`src/hw/rtl/byte_ring_buffer_block_push_pop_defines.svh`:
```
// Assertion macros used by the ring buffer controller RTL.
`ifndef BYTE_RING_BUFFER_BLOCK_PUSH_POP_DEFINES_SVH
`define BYTE_RING_BUFFER_BLOCK_PUSH_POP_DEFINES_SVH

// Same-cycle implication, checked outside reset
`define BRB_ASSERT_IMP(lbl, clk, rst, ante, cons, msg) \
   lbl: assert property (@(posedge clk) disable iff (rst) (ante) |-> (cons)) else $error(msg);

// Next-cycle implication, checked outside reset
`define BRB_ASSERT_NXT(lbl, clk, rst, ante, cons, msg) \
   lbl: assert property (@(posedge clk) disable iff (rst) (ante) |=> (cons)) else $error(msg);

`endif

```
`src/hw/rtl/brb_pkg.sv`:
```
package brb_pkg;

   // Field widths fixed by the interface
   localparam int CNT_W  = 11;
   localparam int DATA_W = 8;

   // Defaults for the top-level parameters
   localparam int DEPTH   = 1024;
   localparam int MAX_POP = 64;

   // Size after reset, before any write to the size register
   localparam int RESET_SIZE = 1024;

   // Operation codes
   localparam logic OP_PUSH = 1'b0;
   localparam logic OP_POP  = 1'b1;

   typedef enum logic [1:0] {
      ST_STORED = 2'd0,
      ST_REJECT = 2'd1,
      ST_EMPTY  = 2'd2,
      ST_POPPED = 2'd3
   } status_type;

   typedef struct packed {
      logic              op;
      logic [DATA_W-1:0] data_byte;
      logic              first_of_block;
      logic [CNT_W-1:0]  length;
   } req_type;

   typedef struct packed {
      status_type        status;
      logic [DATA_W-1:0] out_byte;
      logic [CNT_W-1:0]  block_count;
      logic              last;
      logic [CNT_W-1:0]  free_after;
   } rsp_type;

   // Effective size after reset: the reset size, clamped to the store depth
   function automatic logic [CNT_W-1:0] reset_size(input int depth);
      logic [CNT_W-1:0] s;
      if (depth < RESET_SIZE) begin
         s = CNT_W'(depth);
      end else begin
         s = CNT_W'(RESET_SIZE);
      end
      return s;
   endfunction

endpackage

```
`src/hw/rtl/brb_ctrl.sv`:
```
`include "byte_ring_buffer_block_push_pop_defines.svh"

module brb_ctrl #(
   parameter int Depth  = brb_pkg::DEPTH,
   parameter int MaxPop = brb_pkg::MAX_POP,
   parameter int PtrW   = $clog2(brb_pkg::DEPTH)
) (
   input  logic                       clock,
   input  logic                       reset,
   input  logic                       req_valid,
   output logic                       req_ready,
   input  brb_pkg::req_type           req_payload,
   output logic                       rsp_valid,
   input  logic                       rsp_ready,
   output brb_pkg::rsp_type           rsp_payload,
   input  logic                       cfg_we,
   input  logic [brb_pkg::CNT_W-1:0]  cfg_size,
   input  logic [brb_pkg::CNT_W-1:0]  eff_size,
   output logic                       wr_en,
   output logic [PtrW-1:0]            wr_addr,
   output logic [brb_pkg::DATA_W-1:0] wr_data,
   output logic                       rd_en,
   output logic [PtrW-1:0]            rd_addr,
   input  logic [brb_pkg::DATA_W-1:0] rd_data
);

   localparam int CNT_W = brb_pkg::CNT_W;
   localparam int CMP_W = (PtrW + 1 > CNT_W) ? PtrW + 1 : CNT_W;
   localparam int POP_W = $clog2(MaxPop + 1);
   localparam logic [CNT_W-1:0] MAX_POP_C = CNT_W'(MaxPop);
   localparam logic [CNT_W-1:0] SIZE_RST  = brb_pkg::reset_size(Depth);

   typedef enum logic [1:0] {
      S_IDLE = 2'b01,
      S_POP  = 2'b10
   } state_type;

   state_type              state_ff, state_in;
   logic [PtrW-1:0]        rptr_ff, rptr_in;
   logic [PtrW-1:0]        wptr_ff, wptr_in;
   logic [CNT_W-1:0]       free_ff, free_in;
   logic [CNT_W-1:0]       brem_ff, brem_in;
   logic                   bacc_ff, bacc_in;
   logic [POP_W-1:0]       rem_ff, rem_in;
   logic [CNT_W-1:0]       popn_ff, popn_in;
   logic                   rsp_valid_ff, rsp_valid_in;
   brb_pkg::rsp_type       rsp_ff, rsp_in;

   logic                   slot_free;
   logic                   accept;
   logic                   is_push;
   logic [CNT_W-1:0]       len1;
   logic [CNT_W-1:0]       stored;
   logic [CNT_W-1:0]       n_lim;
   logic [CNT_W-1:0]       pop_n;
   logic                   open_new;
   logic                   blk_acc;
   logic [CNT_W-1:0]       blk_len;
   logic [CNT_W-1:0]       push_count;

   // Step a pointer, wrapping at the effective size
   function automatic logic [PtrW-1:0] adv(input logic [PtrW-1:0] p,
                                           input logic [CNT_W-1:0] s);
      logic [CMP_W-1:0] nxt;
      nxt = CMP_W'(p) + CMP_W'(1);
      return (nxt >= CMP_W'(s)) ? '0 : nxt[PtrW-1:0];
   endfunction

   // Handshake: take a transaction only when idle and the output slot frees
   assign slot_free = !rsp_valid_ff || rsp_ready;
   assign req_ready = (state_ff == S_IDLE) && slot_free;
   assign accept    = req_valid && req_ready;
   assign is_push   = (req_payload.op == brb_pkg::OP_PUSH);

   // Decode the request
   always_comb begin
      len1   = (req_payload.length == '0) ? CNT_W'(1) : req_payload.length;
      stored = (free_ff <= eff_size) ? eff_size - free_ff : '0;
      n_lim  = (len1 > MAX_POP_C) ? MAX_POP_C : len1;
      pop_n  = (n_lim > stored) ? stored : n_lim;

      open_new = req_payload.first_of_block || (brem_ff == '0);
      if (open_new) begin
         blk_acc    = (free_ff >= len1);
         blk_len    = len1;
         push_count = blk_acc ? (req_payload.first_of_block ? len1 : CNT_W'(1)) : '0;
      end else begin
         blk_acc    = bacc_ff;
         blk_len    = brem_ff;
         push_count = '0;
      end
   end

   // Store port
   assign wr_en   = accept && is_push && blk_acc && (free_ff != '0);
   assign wr_addr = wptr_ff;
   assign wr_data = req_payload.data_byte;

   // Fetch port: first byte at accept, the rest as each byte leaves
   assign rd_en   = (accept && !is_push && (stored != '0)) ||
                    ((state_ff == S_POP) && slot_free && (rem_ff > POP_W'(1)));
   assign rd_addr = rptr_ff;

   // Next state
   always_comb begin
      state_in     = state_ff;
      rptr_in      = rd_en ? adv(rptr_ff, eff_size) : rptr_ff;
      wptr_in      = wr_en ? adv(wptr_ff, eff_size) : wptr_ff;
      free_in      = free_ff;
      brem_in      = brem_ff;
      bacc_in      = bacc_ff;
      rem_in       = rem_ff;
      popn_in      = popn_ff;
      rsp_valid_in = rsp_valid_ff && !rsp_ready;
      rsp_in       = rsp_ff;

      if (accept && is_push) begin
         // Push: one result, store when the block fits
         brem_in               = blk_len - CNT_W'(1);
         bacc_in               = blk_acc;
         rsp_valid_in          = 1'b1;
         rsp_in.out_byte       = '0;
         rsp_in.last           = 1'b1;
         if (wr_en) begin
            free_in            = free_ff - CNT_W'(1);
            rsp_in.status      = brb_pkg::ST_STORED;
            rsp_in.block_count = push_count;
            rsp_in.free_after  = free_ff - CNT_W'(1);
         end else begin
            rsp_in.status      = brb_pkg::ST_REJECT;
            rsp_in.block_count = '0;
            rsp_in.free_after  = free_ff;
         end
      end else if (accept) begin
         // Pop: report empty at once, else start the byte run
         if (stored == '0) begin
            rsp_valid_in       = 1'b1;
            rsp_in.status      = brb_pkg::ST_EMPTY;
            rsp_in.out_byte    = '0;
            rsp_in.block_count = '0;
            rsp_in.last        = 1'b1;
            rsp_in.free_after  = free_ff;
         end else begin
            rem_in   = POP_W'(pop_n);
            popn_in  = pop_n;
            state_in = S_POP;
         end
      end else if ((state_ff == S_POP) && slot_free) begin
         // Hand the fetched byte to the output register
         free_in            = free_ff + CNT_W'(1);
         rem_in             = rem_ff - POP_W'(1);
         rsp_valid_in       = 1'b1;
         rsp_in.status      = brb_pkg::ST_POPPED;
         rsp_in.out_byte    = rd_data;
         rsp_in.block_count = popn_ff;
         rsp_in.last        = (rem_ff == POP_W'(1));
         rsp_in.free_after  = free_ff + CNT_W'(1);
         if (rem_ff == POP_W'(1)) begin
            state_in = S_IDLE;
         end
      end

      // Size write: restart the buffer
      if (cfg_we) begin
         rptr_in = '0;
         wptr_in = '0;
         free_in = cfg_size;
         brem_in = '0;
         bacc_in = 1'b0;
      end
   end

   // Control registers
   always_ff @(posedge clock) begin
      if (reset) begin
         state_ff     <= S_IDLE;
         rptr_ff      <= '0;
         wptr_ff      <= '0;
         free_ff      <= SIZE_RST;
         brem_ff      <= '0;
         bacc_ff      <= 1'b0;
         rem_ff       <= '0;
         rsp_valid_ff <= 1'b0;
      end else begin
         state_ff     <= state_in;
         rptr_ff      <= rptr_in;
         wptr_ff      <= wptr_in;
         free_ff      <= free_in;
         brem_ff      <= brem_in;
         bacc_ff      <= bacc_in;
         rem_ff       <= rem_in;
         rsp_valid_ff <= rsp_valid_in;
      end
   end

   // Payload registers
   always_ff @(posedge clock) begin
      popn_ff <= popn_in;
      rsp_ff  <= rsp_in;
   end

   assign rsp_valid   = rsp_valid_ff;
   assign rsp_payload = rsp_ff;

   `BRB_ASSERT_IMP(a_free_in_range, clock, reset, 1'b1, free_ff <= eff_size, "free count above size")
   `BRB_ASSERT_IMP(a_pop_has_bytes, clock, reset, state_ff == S_POP, rem_ff != '0, "pop run with no bytes left")
   `BRB_ASSERT_IMP(a_fetch_slot, clock, reset, rd_en, slot_free, "fetch would overwrite a pending byte")
   `BRB_ASSERT_IMP(a_write_room, clock, reset, wr_en, (free_ff != '0) && (state_ff == S_IDLE), "store write without room")

endmodule

```
`config.mk`:
```
export PLATFORM = sky130hd
export DESIGN_NAME = brb_ctrl
export DESIGN_NICKNAME = d
export VERILOG_FILES = /design/src/hw/rtl/brb_pkg.sv /design/src/hw/rtl/brb_ctrl.sv
export VERILOG_INCLUDE_DIRS = /design/src /design/src/hw/rtl
export SDC_FILE = /design/constraint.sdc
export NUM_CORES = 1
export LEC_CHECK = 0
export BUFFER_PORTS_ARGS = -buffer_cell sky130_fd_sc_hd__buf_2
export CAP_MARGIN = 20
export CORE_MARGIN = 2
export CORE_UTILIZATION = 28
export CTS_BUF_LIST = sky130_fd_sc_hd__clkbuf_8
export CTS_CLUSTER_DIAMETER = 50
export DETAILED_ROUTE_END_ITERATION = 10
export GPL_TIMING_DRIVEN = 0
export HOLD_SLACK_MARGIN = 0.03
export SYNTH_ARGS = -nofsm -noshare
export SYNTH_HDL_FRONTEND = slang
export SYNTH_SLANG_ARGS = --single-unit
```
`constraint.sdc`:
```
create_clock -name clock -period 9.9 [get_ports clock]
set_clock_uncertainty 0.15 [all_clocks]
set_input_delay 1.98 -clock clock [delete_from_list [all_inputs] [get_ports clock]]
set_output_delay 1.98 -clock clock [all_outputs]
set_load 0.05 [all_outputs]
```
==> Word level (Yosys, flattened, before mapping) <==
Index checks and enable logic that the tools add are counted.
{ "classes": {"n_addsub": 7, "order_cmp": 7, "eq_ne": 7, "mux": 33, "bitwise_logic": 3, "n_reduce_logical": 31} }
{ "op_table": {"columns": ["operator", "count"], "rows": [
  ["11-bit two-way mux", 14],
  ["33-bit two-way mux", 4],
  ["11-bit greater-or-equal comparator", 3],
  ["11-bit logical NOT", 3],
  ["10-bit by 1-bit adder with 11-bit output, second input constant", 2],
  ["11-bit nonzero test", 2],
  ["11-bit by 1-bit subtractor with 11-bit output, second input constant", 2],
  ["7-bit two-way mux", 3],
  ["10-bit two-way mux", 2],
  ["11-bit by 1-bit adder with 11-bit output, second input constant", 1],
  ["11-bit greater-than comparator", 1],
  ["11-bit by 7-bit greater-than comparator with 1-bit output, second input constant", 1],
  ["11-bit <= comparator", 1],
  ["11-bit subtractor", 1],
  ["1-bit logical AND", 10],
  ["2-bit two-way mux", 4],
  ["7-bit by 1-bit == test with 1-bit output, second input constant", 1],
  ["7-bit by 1-bit greater-than comparator with 1-bit output, second input constant", 1],
  ["7-bit by 1-bit subtractor with 7-bit output, second input constant", 1],
  ["1-bit two-way mux", 6],
  ["2-bit AND reduction", 3],
  ["3-bit AND reduction", 2],
  ["3-bit nonzero test", 2],
  ["4-bit AND reduction", 1],
  ["other kinds (11)", 17]
]} }
{ "totals": {"ff_bits": 97, "in_bits": 56, "out_inout_bits": 65, "wordCells": 102} }

==> Depth between registers and ports, before layout <==
{ "logic_depth": {"ltp_word": 10, "depth_mapped": 19, "ltp_nobuf": 18} }

==> Least setup slack after synthesis <==
OpenSTA, ideal clock, no wires.
{ "synth_timing": {"kind": "input port to output port", "from": "in eff_size[0] in the netlist's numbering", "to": "out rd_en", "arrival_ps": 4276, "required_ps": 7770, "slack_ps": 3494, "path_stages": 13, "path_buffers": 2, "path_cell_list": "inv_1 ha_1 inv_1 fa_1 a21oi_1 nor3_1 or3_1 nor2_1 nand4_1 buf_2 o21ai_1 buf_2 inv_1"} }
{ "synth_via": {"elab_chain_cells": 5, "word_cells_on_any_way": 6, "cone_classes": "add/sub (1); order compare (1); mux (1); reduce/logical (3)"} }
{ "synth_lines": {"columns": ["element", "line", "rtl"], "rows": [
  ["from (decl)", "brb_ctrl.sv:18", "input logic [brb_pkg::CNT_W-1:0] eff_size,"],
  ["11-bit subtractor or 11-bit <= comparator (tied branches)", "brb_ctrl.sv:78", "stored = (free_ff <= eff_size) ? eff_size - free_ff : '0;"],
  ["11-bit two-way mux *", "brb_ctrl.sv:78", null],
  ["11-bit nonzero test *", "brb_ctrl.sv:100", "assign rd_en = (accept && !is_push && (stored != '0)) ||"],
  ["1-bit logical AND *", "brb_ctrl.sv:100", null],
  ["1-bit logical OR *", "brb_ctrl.sv:100", null],
  ["to (decl)", "brb_ctrl.sv:22", "output logic rd_en,"]
]} }
Every way passes the cells marked *; elsewhere a longest branch is shown, timed or not.

==> Final worst setup path <==
{ "layout_timing": {"from": "in req_payload[9] in the netlist's numbering", "to": "out wr_en"} }
{ "layout_via": {"elab_chain_cells": 6} }
{ "layout_lines": {"columns": ["element", "line", "rtl"], "rows": [
  ["from (decl)", "brb_ctrl.sv:12", "input brb_pkg::req_type req_payload,"],
  ["11-bit logical NOT", "brb_ctrl.sv:77", "len1 = (req_payload.length == '0) ? CNT_W'(1) : req_payload.length;"],
  ["11-bit two-way mux *", "brb_ctrl.sv:77", null],
  ["11-bit greater-or-equal comparator *", "brb_ctrl.sv:84", "blk_acc = (free_ff >= len1);"],
  ["1-bit two-way mux *", "brb_ctrl.sv:83", "if (open_new) begin"],
  ["1-bit logical AND * (2 in a row)", "brb_ctrl.sv:95", "assign wr_en = accept && is_push && blk_acc && (free_ff != '0);"],
  ["to (decl)", "brb_ctrl.sv:19", "output logic wr_en,"]
]} }
Marked as above.

==> impl_metrics.py <==
metrics = {
    "die": {
        "dieArea_um2": 28900,
        "die_w_um": 170,
        "die_h_um": 170,
        "core_area_um2": 27000,
        "fp-row-count": 60,
        "initial_core_util_pct": 28.5,
        "io_pins": 121,
    },
    "clock_tree": {
        "clk_path_buf_depth": 2,
        "h-tree-depth": 3,
        "tritoncts": "built",
        "cts_resized": 0,
        "path_clk_slew_ns": 0.11,
        "clk-insertion-delay-late_ns": 0.40,
        "numCtsBuffers": 9,
        "cts_setup_buffers": 0,
        "cts_root_buffer": "clkbuf_8",
        "clkSinkCount": 97,
        "cts_hold_buf": 0,
    },
    "global_routing": {
        "antenna_found_initial": 1,
        "grt.overflow.total": 0,
        "grt_pass1_wl_um": 39700,
        "grtUsageTotal_pct": 17.4,
        "grt_max_degree": 19,
        "grt_pass1_vias": 7283,
    },
    "synth": {
        "synth-seq-cells": 97,
        "yosysSeqAreaShare_pct": 29.7,
        "synth_area_um2": 7710,
        "ys.flop_type": "dfxtp_1",
        "yosysWarnings": 0,
        "avgSynthCellArea_um2": 8.42,
        "async_flop_share_pct": 0,
        "synth_cell_types": 90,
        "netlist_instances": 915,
        "synth_edf_count": 35,
    },
    "final_layout": {
        "final_common_cell": "buf_2",
        "fin_util_pct": 33.0,
        "layout_common_cells": "117 x buf_2, 68 x nand2_1, 65 x nor2_1",
        "drive_gt1_share_pct": 17.2,
        "area_growth_pct": 15.8,
        "final_nets": 1159,
    },
    "timing": {
        "period_minus_slack_ns": 7.18,
        "max-slew-margin-rel_pct": 43.6,
        "fmax_mhz": 139,
        "final_max_slew_viol_count": 0,
        "fin_crit_sh_pct": 72.6,
        "setup_viol": 0,
        "hold_viol": 0,
        "rsz0062_at_grt": "no",
        "worst_pin_slew_ns": 0.843,
        "tns_ns": 0,
    },
    "route": {
        "via_count": 7629,
        "drtIter0Drc": 530,
        "viasPerCell": 5.50,
        "wl_met1_um": 11600,
        "firstDrtPassIters": 5,
        "wl_met2_um": 11400,
        "highest_layer": "met4",
        "drt-wirelength-per-cell_um": 18.1,
        "wl_um": 25100,
        "wl_met3_um": 1570,
        "antenna_left": 0,
        "drc": 0,
    },
    "min_path": {
        "hp-class": "reg2reg",
        "hold_depth": 2,
        "min_to": "rem_ff[1]",
        "min_from": "rem_ff[1]",
    },
    "placed_design": {
        "place_congestion": 0.920,
        "port-buffer-count": 109,
        "dpl.hpwl_um": 19600,
    },
    "pwr": {
        "powerDensity_nw_per_um2": 133,
        "p_sw_share_pct": 40.5,
        "ir_drop_uv": 57.1,
        "p_sw_uw": 482,
        "power.internal_uw": 706,
        "combPwrFrac_pct": 36.5,
        "p_clk_share_pct": 24.7,
        "power.leakage_nw": 3.76,
        "seqPwrFrac_pct": 38.8,
    },
    "critical_path": {
        "cp.arrival_ns": 5.05,
        "regToRegStartpoint": "free_ff[5]",
        "startpoint": "req_payload[9]",
        "crit_path_top_delay_cell": "or4_1",
        "critPathMaxFanout": 10,
        "worstPathRequired_ns": 7.77,
        "r2r-end": "popn_ff[9]",
        "r2r_slack_ns": 4.46,
        "cp_common_cell": "buf_2",
        "critPathLaunchType": "primary input",
        "worstRegToRegCells": 18,
        "crit_chain": "buf_2 -> or4_1 -> nor2_1 -> a21oi_1 -> inv_1 -> ha_1 -> nand2b_1 -> a211oi_1 -> o211a_1 -> o21ba_1 -> buf_6 -> or2_4 -> inv_6 -> buf_12 -> buf_2",
        "crit_type": "in2out",
        "slowest_delay_ns": 0.58,
        "end_kind": "output pin",
    },
    "run": {
        "max_cap_viol_count": 0,
    },
    "outcome": {
        "status": "completed",
    },
}
-- synthesized netlist by cell type, drive strengths merged, types with 10 or more instances --
library cell / instances / area, um2
clkbuf: 34 / 128
o211ai: 15 / 113
dfxtp: 62 / 1240
o21ai: 50 / 269
edfxtp: 35 / 1050
or4: 13 / 108
nand3: 38 / 190
ha: 62 / 776
xnor2: 27 / 236
nor2: 66 / 248
nand4: 15 / 93.8
nor3: 37 / 190
a211oi: 10 / 80.1
a32o: 19 / 190
nor4: 13 / 81.3
a21oi: 43 / 215
and3: 14 / 87.6
inv: 64 / 245
nand2b: 12 / 75.1
a22o: 11 / 96.3
mux2i: 18 / 193
buf: 22 / 156
a21o: 14 / 105
o32ai: 11 / 96.3
nand2: 68 / 255
-- metal layers --
layer	GRT usage (%)	vias up
met2	28.0	258
met1	23.8	3631
met3	3.09	37
met5	0	-
li1	-	3703
met4	5.09	0
-- flip-flops by register name, summed over array words and instances, names as in the netlist --
signal / flops
wr_addr: 10
popn_ff: 11
brem_ff: 11
bacc_ff: 1
rem_ff: 7
state_ff: 2
rd_addr: 10
rsp_valid: 1
rsp_payload: 33
free_ff: 11
-- per-stage QoR --
stage          area, um2  total power, mW  worst slack, ns  hold WS (ns)  instances
2_1_floorplan       7720            0.778             3.49         0.288        918
3_3_place_gp        8690            0.891             2.75         0.299       1368
3_5_place_dp        8710            0.897             2.75         0.307       1369
4_1_cts             8920             1.19             2.73         0.329       1385
5_1_grt             8920             1.25             2.55         0.355       1386
6_report            8930             1.19             2.72         0.326       1387
-- worst max path at each step --
stage            end  slack [ns]  depth (start not counted)
2_1_floorplan  rd_en        3.49                         13
3_3_place_gp   wr_en        2.75                         15
3_5_place_dp   wr_en        2.75                         15
4_1_cts        wr_en        2.73                         15
5_1_grt        wr_en        2.55                         15
6_report       wr_en        2.72                         15
-- kinds of logic (layout without fill, tap and decap cells) --
group	Yosys count	count (layout)	synth area share, %
buffers and inverters	122	249	6.96
adder cells (fa/ha/maj)	63	63	10.3
XOR/XNOR	35	35	3.98
flip-flops	97	97	29.7
multiplexers	20	20	2.79
AO/OA/AOI/OAI	260	260	25.0
other	1	5	0.0486
AND/OR/NAND/NOR	317	317	21.1
-- critical path, delay by kind of cell --
family / cells / cell delay [ns]
compound gates: 4 / 0.80
fa+ha+maj: 1 / 0.23
simple gates: 4 / 1.21
buf+inv: 6 / 0.83
-- power by group through the flow --
| stage | clock, mW | sequential [mW] | combinational (mW) |
|---|---|---|---|
| detailed placement | 0 | 0.470 | 0.427 |
| floorplan | 0 | 0.516 | 0.261 |
| CTS | 0.302 | 0.461 | 0.429 |
| finish | 0.293 | 0.461 | 0.434 |
| global placement | 0 | 0.470 | 0.421 |
| global route | 0.314 | 0.463 | 0.474 |
-- final cells by class --
type	instances	area [um2]
antenna	1	2.50
fill	2838	18100
timing repair buffer	111	566
sequential	97	2290
buffer	56	284
clock buffer	9	124
tap	341	427
inverter	66	253
multi-input combinational	699	4890
clock inverter	7	85.1
No activity file was read; power rests on OpenSTA's default activity.
